## src/sv/chm_pkg.sv

```systemverilog
// Shared types, codes and defaults for the chained hash map.
package chm_pkg;

    localparam int BUCKET_BITS_DEF  = 8;
    localparam int POOL_ENTRIES_DEF = 64;
    localparam int KEY_HASH_BITS    = 20;
    localparam int HASH_SHIFT       = 11;

    // register byte addresses
    localparam logic [1:0] ADDR_NOT_FOUND = 2'd0;

    // request operation codes
    typedef enum logic [1:0] {
        OP_LOOKUP = 2'd0,
        OP_ADD    = 2'd1,
        OP_REMOVE = 2'd2,
        OP_NONE   = 2'd3
    } op_t;

    // result status codes
    typedef enum logic [1:0] {
        ST_OK     = 2'd0,
        ST_ABSENT = 2'd1,
        ST_DUP    = 2'd2,
        ST_FULL   = 2'd3
    } status_t;

    typedef enum logic [2:0] {
        S_CLEAR,
        S_IDLE,
        S_HEAD,
        S_PROBE,
        S_DECIDE,
        S_LINK,
        S_OUT
    } state_t;

    typedef struct packed {
        logic [1:0]  operation;
        logic [31:0] key;
        logic [31:0] value;
    } req_t;

    typedef struct packed {
        logic [1:0]  status;
        logic [31:0] read_value;
    } rsp_t;

    // controller to datapath
    typedef struct packed {
        logic    accept;
        logic    clear_step;
        logic    take_head;
        logic    probe_next;
        logic    record_found;
        logic    add_write;
        logic    add_link;
        logic    rem_write;
        logic    set_result;
        status_t status_code;
        logic    use_val;
        logic    load_out;
    } cmd_t;

    // datapath to controller
    typedef struct packed {
        logic [1:0] operation;
        logic       head_nil;
        logic       head_was_nil;
        logic       key_hit;
        logic       next_nil;
        logic       found;
        logic       pool_empty;
        logic       out_free;
        logic       clear_done;
    } sts_t;

endpackage

```

## src/sv/chm_ctrl.sv

```systemverilog
// Controller state machine for the chained hash map.
module chm_ctrl
(
    input  logic          clk,
    input  logic          rst_n,
    input  logic          req_valid,
    output logic          req_ready,
    input  chm_pkg::sts_t sts,
    output chm_pkg::cmd_t cmd
);

    chm_pkg::state_t state_reg;
    chm_pkg::state_t state_next;

    // state register
    always_ff @(posedge clk or negedge rst_n)
    begin
        if (!rst_n)
        begin
            state_reg <= chm_pkg::S_CLEAR;
        end
        else
        begin
            state_reg <= state_next;
        end
    end

    // next state and commands
    always_comb
    begin
        state_next      = state_reg;
        cmd             = '0;
        cmd.status_code = chm_pkg::ST_ABSENT;
        req_ready       = 1'b0;
        unique case (state_reg)
            chm_pkg::S_CLEAR:
            begin
                cmd.clear_step = 1'b1;
                if (sts.clear_done)
                begin
                    state_next = chm_pkg::S_IDLE;
                end
            end
            chm_pkg::S_IDLE:
            begin
                req_ready = 1'b1;
                if (req_valid)
                begin
                    cmd.accept = 1'b1;
                    state_next = chm_pkg::S_HEAD;
                end
            end
            chm_pkg::S_HEAD:
            begin
                cmd.take_head = 1'b1;
                state_next = sts.head_nil ? chm_pkg::S_DECIDE : chm_pkg::S_PROBE;
            end
            chm_pkg::S_PROBE:
            begin
                if (sts.key_hit)
                begin
                    cmd.record_found = 1'b1;
                    state_next = chm_pkg::S_DECIDE;
                end
                else if (sts.next_nil)
                begin
                    state_next = chm_pkg::S_DECIDE;
                end
                else
                begin
                    cmd.probe_next = 1'b1;
                end
            end
            chm_pkg::S_DECIDE:
            begin
                cmd.set_result = 1'b1;
                state_next = chm_pkg::S_OUT;
                case (sts.operation)
                    chm_pkg::OP_LOOKUP:
                    begin
                        if (sts.found)
                        begin
                            cmd.status_code = chm_pkg::ST_OK;
                            cmd.use_val     = 1'b1;
                        end
                    end
                    chm_pkg::OP_ADD:
                    begin
                        if (sts.found)
                        begin
                            cmd.status_code = chm_pkg::ST_DUP;
                        end
                        else if (sts.pool_empty)
                        begin
                            cmd.status_code = chm_pkg::ST_FULL;
                        end
                        else
                        begin
                            cmd.status_code = chm_pkg::ST_OK;
                            cmd.add_write   = 1'b1;
                            if (!sts.head_was_nil)
                            begin
                                state_next = chm_pkg::S_LINK;
                            end
                        end
                    end
                    chm_pkg::OP_REMOVE:
                    begin
                        if (sts.found)
                        begin
                            cmd.status_code = chm_pkg::ST_OK;
                            cmd.rem_write   = 1'b1;
                        end
                    end
                    default:
                    begin
                        cmd.status_code = chm_pkg::ST_ABSENT;
                    end
                endcase
            end
            chm_pkg::S_LINK:
            begin
                cmd.add_link = 1'b1;
                state_next = chm_pkg::S_OUT;
            end
            chm_pkg::S_OUT:
            begin
                if (sts.out_free)
                begin
                    cmd.load_out = 1'b1;
                    state_next = chm_pkg::S_IDLE;
                end
            end
            default:
            begin
                state_next = chm_pkg::S_IDLE;
            end
        endcase
    end

endmodule

```

## config.mk

```make
export PLATFORM = sky130hd
export DESIGN_NAME = chm_ctrl
export DESIGN_NICKNAME = d
export VERILOG_FILES = /design/src/sv/chm_pkg.sv /design/src/sv/chm_ctrl.sv
export SDC_FILE = /design/constraint.sdc
export NUM_CORES = 1
export LEC_CHECK = 0
export BUFFER_PORTS_ARGS = -buffer_cell sky130_fd_sc_hd__buf_4
export CAP_MARGIN = 15
export CORE_AREA = 2 2 39 41
export CTS_CLUSTER_DIAMETER = 50
export DETAILED_ROUTE_END_ITERATION = 10
export DIE_AREA = 0 0 41 43
export REMOVE_ABC_BUFFERS = 1
export SYNTH_ARGS = -nofsm -noshare
export SYNTH_HDL_FRONTEND = slang
export SYNTH_SLANG_ARGS = --single-unit
```

## constraint.sdc

```tcl
create_clock -name clk -period 3.07 [get_ports clk]
set_input_delay 0.1535 -clock clk [delete_from_list [all_inputs] [get_ports clk]]
set_output_delay 0.1535 -clock clk [all_outputs]
set_load 0.05 [all_outputs]
```

After elaboration in Yosys (flattened, before gate mapping)
Cells that the tools add are included.
W data, S select, Z words.
- flip-flop bits (word level): 3
- input port bits: 13
- logic and storage cells: 52
- output and inout port bits: 14
- equality and inequality tests: 12
- reductions and logical operators: 3
- multiplexer cells: 36
- operators with widths (kind ; number):
    $pmux W3 S7 ; 1
    $mux W1 ; 19
    $mux W3 ; 6
    $mux W2 ; 8
    $eq A3 B3 Y1 const B ; 3
    $eq A3 B2 Y1 const B ; 2
    $ne A2 B2 Y1 const B ; 3
    $pmux W2 S3 ; 1
    $mux W5 ; 1
    $reduce_and A4 Y1 ; 1
    $eq A3 B1 Y1 const B ; 1
    $logic_not A3 Y1 ; 1
    $ne A3 B3 Y1 const B ; 1
    $eq A2 B1 Y1 const B ; 1
    $eq A2 B2 Y1 const B ; 1
    $logic_not A2 Y1 ; 1

Depth between registers and ports, before layout
Gate-level depths: netlist of run 1.
- depth after elaboration: 5
- mapped depth: 5
- gate-level depth less buffers: 4

Worst setup path before layout of run 1
No wires, ideal clock.
- kind: reg2out
- from: register state_reg[1]
- to: output cmd[7] in the netlist's numbering
- arrival time: 2301 ps
- stages on the path, launching flop included: 5
- slack: 615 ps
- path buffers: 1
- path through: dfrtp_1 > buf_6 > nor3b_4 > nand3b_1 > nor3_1
- RTL lines (element ; RTL line ; RTL):
    start, declared ; chm_ctrl.sv:12 ; chm_pkg::state_t state_reg;
    start signal, assigned ; chm_ctrl.sv:20 ; state_reg <= chm_pkg::S_CLEAR;
    start signal, assigned ; chm_ctrl.sv:24 ; state_reg <= state_next;
    end, declared ; chm_ctrl.sv:9 ; output chm_pkg::cmd_t cmd

==> flow_summary_export.csv, run 1 <==
group,metric,value,unit
cts,cts_tree,"built",
sta,post-route-period-util,0.599,
min_path,hp-class,"primary input to async pin",
sta,drv_slew,0,
cells_and_area,nFillCells,145,
floorplanning,dieHeight,43,µm
run_status,status,"completed",
floorplanning,die_w,41,µm
sta,setup_viol,0,
critical_path,crit_path_cell_trace,"nor3b_4 > nand3b_1 > nor3_1 > buf_4",
yosys,async_reset_ff_frac,1.00,
power_and_ir_drop,power_density,949,nW/µm²
floorplanning,ioPinCount,27,
routing,drt_pass1_iterations,4,
critical_path,critPathKind,"register to output pin",
cts,root_buffer,"clkbuf_4",
routing,vias_per_cell,4.85,
critical_path,cp_num_buf_inv,1,
routing,wl,999,µm
cells_and_area,final_core_util,0.447,
cells_and_area,syn_to_final_growth,55.8,%
routing,drtAntennaViolNets,0,
yosys,avgSynthCellArea,8.09,µm²
cells_and_area,layout-drive-gt1-share,0.455,
cts,clockBufferDepth,2,
sta,max_freq,544,MHz
sta,finClkSkew,0.00256,ns
yosys,synth_seq_cells,3,
floorplanning,core-area,1380,µm²
grt,grt_use_total,0.134,
sta,tightest_slew,0.499,ns
yosys,ys_seq_area_frac,0.189,
cells_and_area,diodes,0,
grt,antenna_found_initial,0,
placed_design,io_buffers,26,
routing,drc,0,
routing,drt-initial-drc-count,7,
sta,rsz0062_at_grt,"no",
critical_path,cp-end-kind,"output pin",
sta,slew_headroom,0.668,
cells_and_area,seqCellArea,75.1,µm²
grt,grt_first_pass_wirelength,1610,µm
floorplanning,dieArea,1760,µm²
routing,via_count,451,
cells_and_area,multi_input_area,284,µm²
routing,wire_per_inst,10.7,µm
cts,clock_latency,0.23,ns
grt,grt_start_max_net_pins,17,
placed_design,globalplace.congestion,0.741,
cts,cts_setup_buffers,0,
critical_path,startpoint_type,"register",
sta,finalSetupTns,0,ns
floorplanning,num_rows,14,
yosys,synth_edf_count,0,
critical_path,crit_path_max_fanout,13,
yosys,syn_area,397,µm²
critical_path,critPathMaxStageDelay,0.57,ns
yosys,synth_cell_types,29,
floorplanning,floorplan.initialDensity,0.287,
grt,overflow,0,
yosys,yosys_warnings,0,
cells_and_area,nets,91,
cts,path_clk_slew,0.04,ns
sta,finalHoldViolCount,0,
power_and_ir_drop,vdd_drop_max,446,µV
sta,period_minus_slack,1.84,ns
cts,h-tree-depth,1,
critical_path,crit_slowest_cell,"dfrtp_1",
cts,numCtsBuffers,3,
cells_and_area,largest_register_ffs,3,
power_and_ir_drop,p_leak,0.298,nW
critical_path,crit_arrival,1.69,ns
grt,grt_pass1_vias,391,
yosys,synthFlopType,"dfrtp_1",
yosys,syn_inst,49,
critical_path,worstPathRequired,2.92,ns
job,cap_violations,0,
placed_design,dp_hpwl,755,µm
critical_path,cpLargestDelayFamily,"simple AND/OR/NAND/NOR gates",
cts,cts_sinks,3,
cts,ctsResizeCount,0,
==> per-stage QoR <==
step	instance area (µm²)	std cells	hold WS, ns	setup WS, ns	total power [mW]
floorplan	367	46	-0.142	0.540	0.405
global placement	582	88	-0.0569	1.49	0.519
detailed placement	582	88	-0.0561	1.49	0.517
CTS	618	93	0.244	1.24	0.590
global route	618	93	0.252	1.07	0.627
finish	618	93	0.246	1.23	0.587
==> repair_timing <==
item	4_1_cts	5_1_grt
endpoints found under the hold margin	3	0
endpoints found under the setup margin	0	0
hold buffers	1	0
==> routing by layer <==
layer,vias to the layer above,wire length (µm),share of wire,global-route usage
met5,-,0,0,0
met4,0,14,0.014,0.0800
met3,2,53,0.053,0.0314
met2,16,431,0.43,0.175
met1,191,501,0.50,0.190
li1,242,-,-,-
==> synth_stat cells, types with 2 or more instances <==
| cell type | number | share of area |
|---|---|---|
| nand2_1 | 5 | 0.047 |
| nor2_1 | 5 | 0.047 |
| dfrtp_1 | 3 | 0.19 |
| nor3_1 | 3 | 0.038 |
| a21oi_1 | 2 | 0.025 |
| buf_6 | 2 | 0.057 |
| inv_1 | 2 | 0.019 |
| nand2b_1 | 2 | 0.032 |
| nor3b_1 | 2 | 0.038 |
| o21ai_0 | 2 | 0.025 |
| o21ai_1 | 2 | 0.025 |
| o21ai_2 | 2 | 0.044 |
==> cell usage in the layout (no fill, tap or decap), drive strengths merged <==
master,synthesis,final
nand2b,2,2
a21oi,2,2
nor4,1,1
mux2,1,1
dlygate4sd3,0,1
nor2b,1,1
o311a,1,1
a211oi,1,1
a211o,1,1
dfrtp,3,3
and2,1,1
and4bb,1,1
nor3,3,3
and3,2,2
clkbuf,0,4
nand3b,1,1
buf,3,26
nor3b,3,3
inv,2,2
nor4b,1,1
nor2,5,5
a221o,1,1
o21ai,6,6
nand2,5,5
and4b,1,1
o41ai,1,1
==> worst paths after layout <==
path                            cells after the start  slack (ns)                  endpoint                      from
worst min-delay path                                2        0.25  state_reg[0]$_DFFE_PN0P_                     rst_n
max in group asynchronous                           2        2.73  state_reg[2]$_DFFE_PN0P_                     rst_n
worst min register to register                      2        0.72  state_reg[1]$_DFFE_PN0P_  state_reg[1]$_DFFE_PN0P_
worst max-delay path                                4        1.23                    cmd[7]  state_reg[2]$_DFFE_PN0P_
min in group clk                                    3        0.25  state_reg[2]$_DFFE_PN0P_                    sts[7]
worst max register to register                      4        1.49  state_reg[0]$_DFFE_PN0P_  state_reg[0]$_DFFE_PN0P_
==> area by class of cell <==
cell class | count | area share
multi-input cells | 41 | 0.460
inverters | 2 | 0.0121
repair buffers | 27 | 0.332
well taps | 16 | 0.0324
clock buffers | 4 | 0.0425
flip-flops and latches | 3 | 0.121
==> logic make-up after synthesis <==
logic type	Yosys count	synth area share
multiplexers	1	0.0378
AND/OR/NAND/NOR	27	0.445
flip-flops	3	0.189
buffers and inverters	5	0.0946
AO/OA/AOI/OAI	13	0.233
==> power breakdown <==
part,switching [mW],total (mW),leakage (nW),internal (mW)
logic,0.238,0.395,0.246,0.157
registers,0.0651,0.123,0.0376,0.0577
clock network,0.0201,0.0687,0.0150,0.0487
(Power assumes the default switching activity.)
==> run 2: changes to the inputs <==
--- a/config.mk
+++ b/config.mk
@@ -5,6 +5,7 @@
 export SDC_FILE = /design/constraint.sdc
 export NUM_CORES = 1
 export LEC_CHECK = 0
+export ABC_AREA = 1
 export BUFFER_PORTS_ARGS = -buffer_cell sky130_fd_sc_hd__buf_4
 export CAP_MARGIN = 15
 export CORE_AREA = 2 2 39 41
==> constraint.sdc (replaced) <==
create_clock -name clk -period 1.7 [get_ports clk]
set_input_delay 0.085 -clock clk [delete_from_list [all_inputs] [get_ports clk]]
set_output_delay 0.085 -clock clk [all_outputs]
set_load 0.05 [all_outputs]
==> run 2 against run 1 <==
Net effect: count of clock-buffer cells in the layout did not move; die area is the same; first-iteration DRC count is 14% higher; highest routed layer is now met3; wire length is 1.6% lower.
==> flow_summary_export.csv, run 2 <==
group,metric,value,unit
power_and_ir_drop,pwr-share-comb,0.703,
cells_and_area,nFillCells,150,
cts,cts_sinks,3,
cts,clockBufferDepth,2,
placed_design,place_inst,106,
power_and_ir_drop,power.share.clock,0.116,
cells_and_area,layout_commonest_cell,"buf_4",
yosys,yosysTopAreaCell,"dfrtp_1",
floorplanning,ioPinCount,27,
run_status,status,"completed",
cts,path_clk_slew,0.03,ns
critical_path,startpoint_type,"register",
yosys,synthTopCellsByCount,"16 x nand2_1, 11 x nor2_1, 8 x inv_1, 5 x nor3_1, 4 x o21ai_0",
sta,period_minus_slack,1.54,ns
yosys,avgSynthCellArea,5.57,µm²
power_and_ir_drop,p_int,0.425,mW
power_and_ir_drop,total_power,1.04,mW
sta,finalHoldViolCount,0,
floorplanning,die_w,41,µm
cts,h-tree-depth,1,
critical_path,critPathKind,"register to output pin",
min_path,min_from,"sts[1]",
routing,drt_pass1_iterations,4,
power_and_ir_drop,power_density,1730,nW/µm²
yosys,synth.most_common_cell,"nand2_1",
cts,clock_latency,0.23,ns
floorplanning,core-area,1380,µm²
routing,drc,0,
routing,drt-initial-drc-count,8,
yosys,yosys_warnings,0,
cells_and_area,nets,109,
sta,setup_viol,0,
floorplanning,floorplan.initialDensity,0.266,
grt,grt_first_pass_wirelength,1480,µm
floorplanning,dieHeight,43,µm
cells_and_area,syn_to_final_growth,63.3,%
sta,post-route-period-util,0.905,
cts,numCtsBuffers,3,
yosys,synth.area.top_cells,"dfrtp_1 20%, nand2_1 16%, nor2_1 11%, inv_1 8.2%, nor3_1 6.8%",
sta,finClkSkew,0.00176,ns
cells_and_area,layout_common_cells,"26 x buf_4, 16 x nand2_1, 11 x nor2_1",
yosys,ys_seq_area_frac,0.204,
min_path,hp-class,"primary input to register",
routing,vias_per_cell,4.50,
routing,wl,983,µm
cells_and_area,layout-drive-gt1-share,0.379,
floorplanning,num_rows,14,
routing,drtAntennaViolNets,0,
critical_path,r2r_start,"state_reg[0]$_DFFE_PN0P_",
job,cap_violations,0,
floorplanning,dieArea,1760,µm²
critical_path,critPathMaxStageDelay,0.49,ns
cells_and_area,multi_input_area,236,µm²
routing,via_count,499,
critical_path,crit_path_cell_trace,"nor2_2 > nand2_2 > nor4_1 > buf_4",
placed_design,place_area,564,µm²
cells_and_area,largest_register_ffs,3,
sta,finalSetupTns,0,ns
power_and_ir_drop,p_sw_frac,0.592,
min_path,whs_path_depth,4,
min_path,whs_endpoint,"state_reg[2]$_DFFE_PN0P_",
power_and_ir_drop,seq_power_share,0.181,
power_and_ir_drop,vdd_drop_max,742,µV
grt,grt_use_total,0.121,
critical_path,crit_arrival,1.45,ns
yosys,synth_seq_cells,3,
grt,antenna_found_initial,0,
critical_path,crit_path_max_fanout,11,
placed_design,globalplace.congestion,0.773,
cells_and_area,finish.instance_area,601,µm²
sta,slew_headroom,0.775,
sta,hold_slack,0.153,ns
sta,rsz0062_at_grt,"no",
grt,grt_start_max_net_pins,12,
yosys,synth_cell_types,16,
grt,grt_pass1_vias,416,
cells_and_area,diodes,0,
critical_path,ff2ff_setup_slack,0.46,ns
critical_path,r2r_end,"state_reg[0]$_DFFE_PN0P_",
placed_design,io_buffers,26,
cells_and_area,seqCellArea,75.1,µm²
power_and_ir_drop,p_leak,0.347,nW
yosys,synth_edf_count,0,
yosys,synthFlopType,"dfrtp_1",
grt,overflow,0,
sta,max_freq,650,MHz
sta,drv_slew,0,
sta,tightest_slew,0.338,ns
cts,root_buffer,"clkbuf_4",
yosys,syn_inst,66,
critical_path,startpoint,"state_reg[0]$_DFFE_PN0P_",
critical_path,crit_slowest_cell,"dfrtp_1",
yosys,async_reset_ff_frac,1.00,
yosys,syn_area,368,µm²
cells_and_area,stdcell_count,111,
cts,cts_tree,"built",
power_and_ir_drop,netSwitchingPower,0.616,mW
yosys,synth_top_area_share,0.204,
routing,wire_per_inst,8.86,µm
critical_path,r2r_cells,7,
critical_path,worstPathRequired,1.62,ns
placed_design,dp_hpwl,840,µm
critical_path,cp-end-kind,"output pin",
[run 2: worst max-delay path: cells and delay by family (launching register included)]
family	cells	cell delay [ns]
buffers and inverters	1	0.25
DFF	1	0.49
and+or+nand+nor	3	0.49
[run 2: area by class of cell]
| type | count | share of cell area |
|---|---|---|
| clock buffers | 4 | 0.0438 |
| multi-input cells | 51 | 0.394 |
| well taps | 16 | 0.0333 |
| repair buffers | 27 | 0.342 |
| inverters | 10 | 0.0625 |
| flip-flops and latches | 3 | 0.125 |
[run 2: power groups by stage]
stage / registers (mW) / clock network, mW / logic (mW)
floorplan: 0.171 / 0 / 0.546
global placement: 0.188 / 0 / 0.737
detailed placement: 0.188 / 0 / 0.738
CTS: 0.187 / 0.130 / 0.741
global route: 0.197 / 0.132 / 0.800
finish: 0.188 / 0.121 / 0.731
[run 2: worst max path at each step]
| stage | end | slack (ns) | cells past startpoint |
|---|---|---|---|
| after floorplan | cmd[1] | -0.56 | 3 |
| after global placement | cmd[7] | 0.43 | 4 |
| after detailed placement | cmd[5] | 0.38 | 4 |
| after CTS | cmd[5] | 0.13 | 4 |
| after global routing | cmd[1] | 0.02 | 4 |
| final | cmd[5] | 0.16 | 4 |
[run 2: cells by family after synthesis]
group           after synthesis  share of synthesized area
buf+inv                      12                      0.153
simple gates                 43                      0.527
compound gates                8                      0.116
flops                         3                      0.204
[run 2: per-layer routing]
metal	routed length, µm	vias to the layer above	track usage	part of all wire
met4	0	0	0.0800	0
met3	40	0	0.0157	0.041
met2	533	11	0.197	0.54
met5	0	-	0	0
met1	410	216	0.136	0.42
li1	-	272	-	-
[run 2: what timing repair did]
| item | CTS | global route |
|---|---|---|
| setup buffers | 0 | 0 |
| gates resized for setup | 0 | 0 |
| hold buffers | 1 | 0 |
| hold endpoints to repair | 3 | 0 |
[run 2: metrics by stage]
| step | setup WS [ns] | utilization |
|---|---|---|
| 4_1_cts | 0.129 | 0.434 |
| 2_1_floorplan | -0.558 | - |
| 5_1_grt | 0.0244 | 0.434 |
| 6_report | 0.162 | 0.434 |
| 3_5_place_dp | 0.384 | 0.408 |
| 3_3_place_gp | 0.434 | 0.408 |
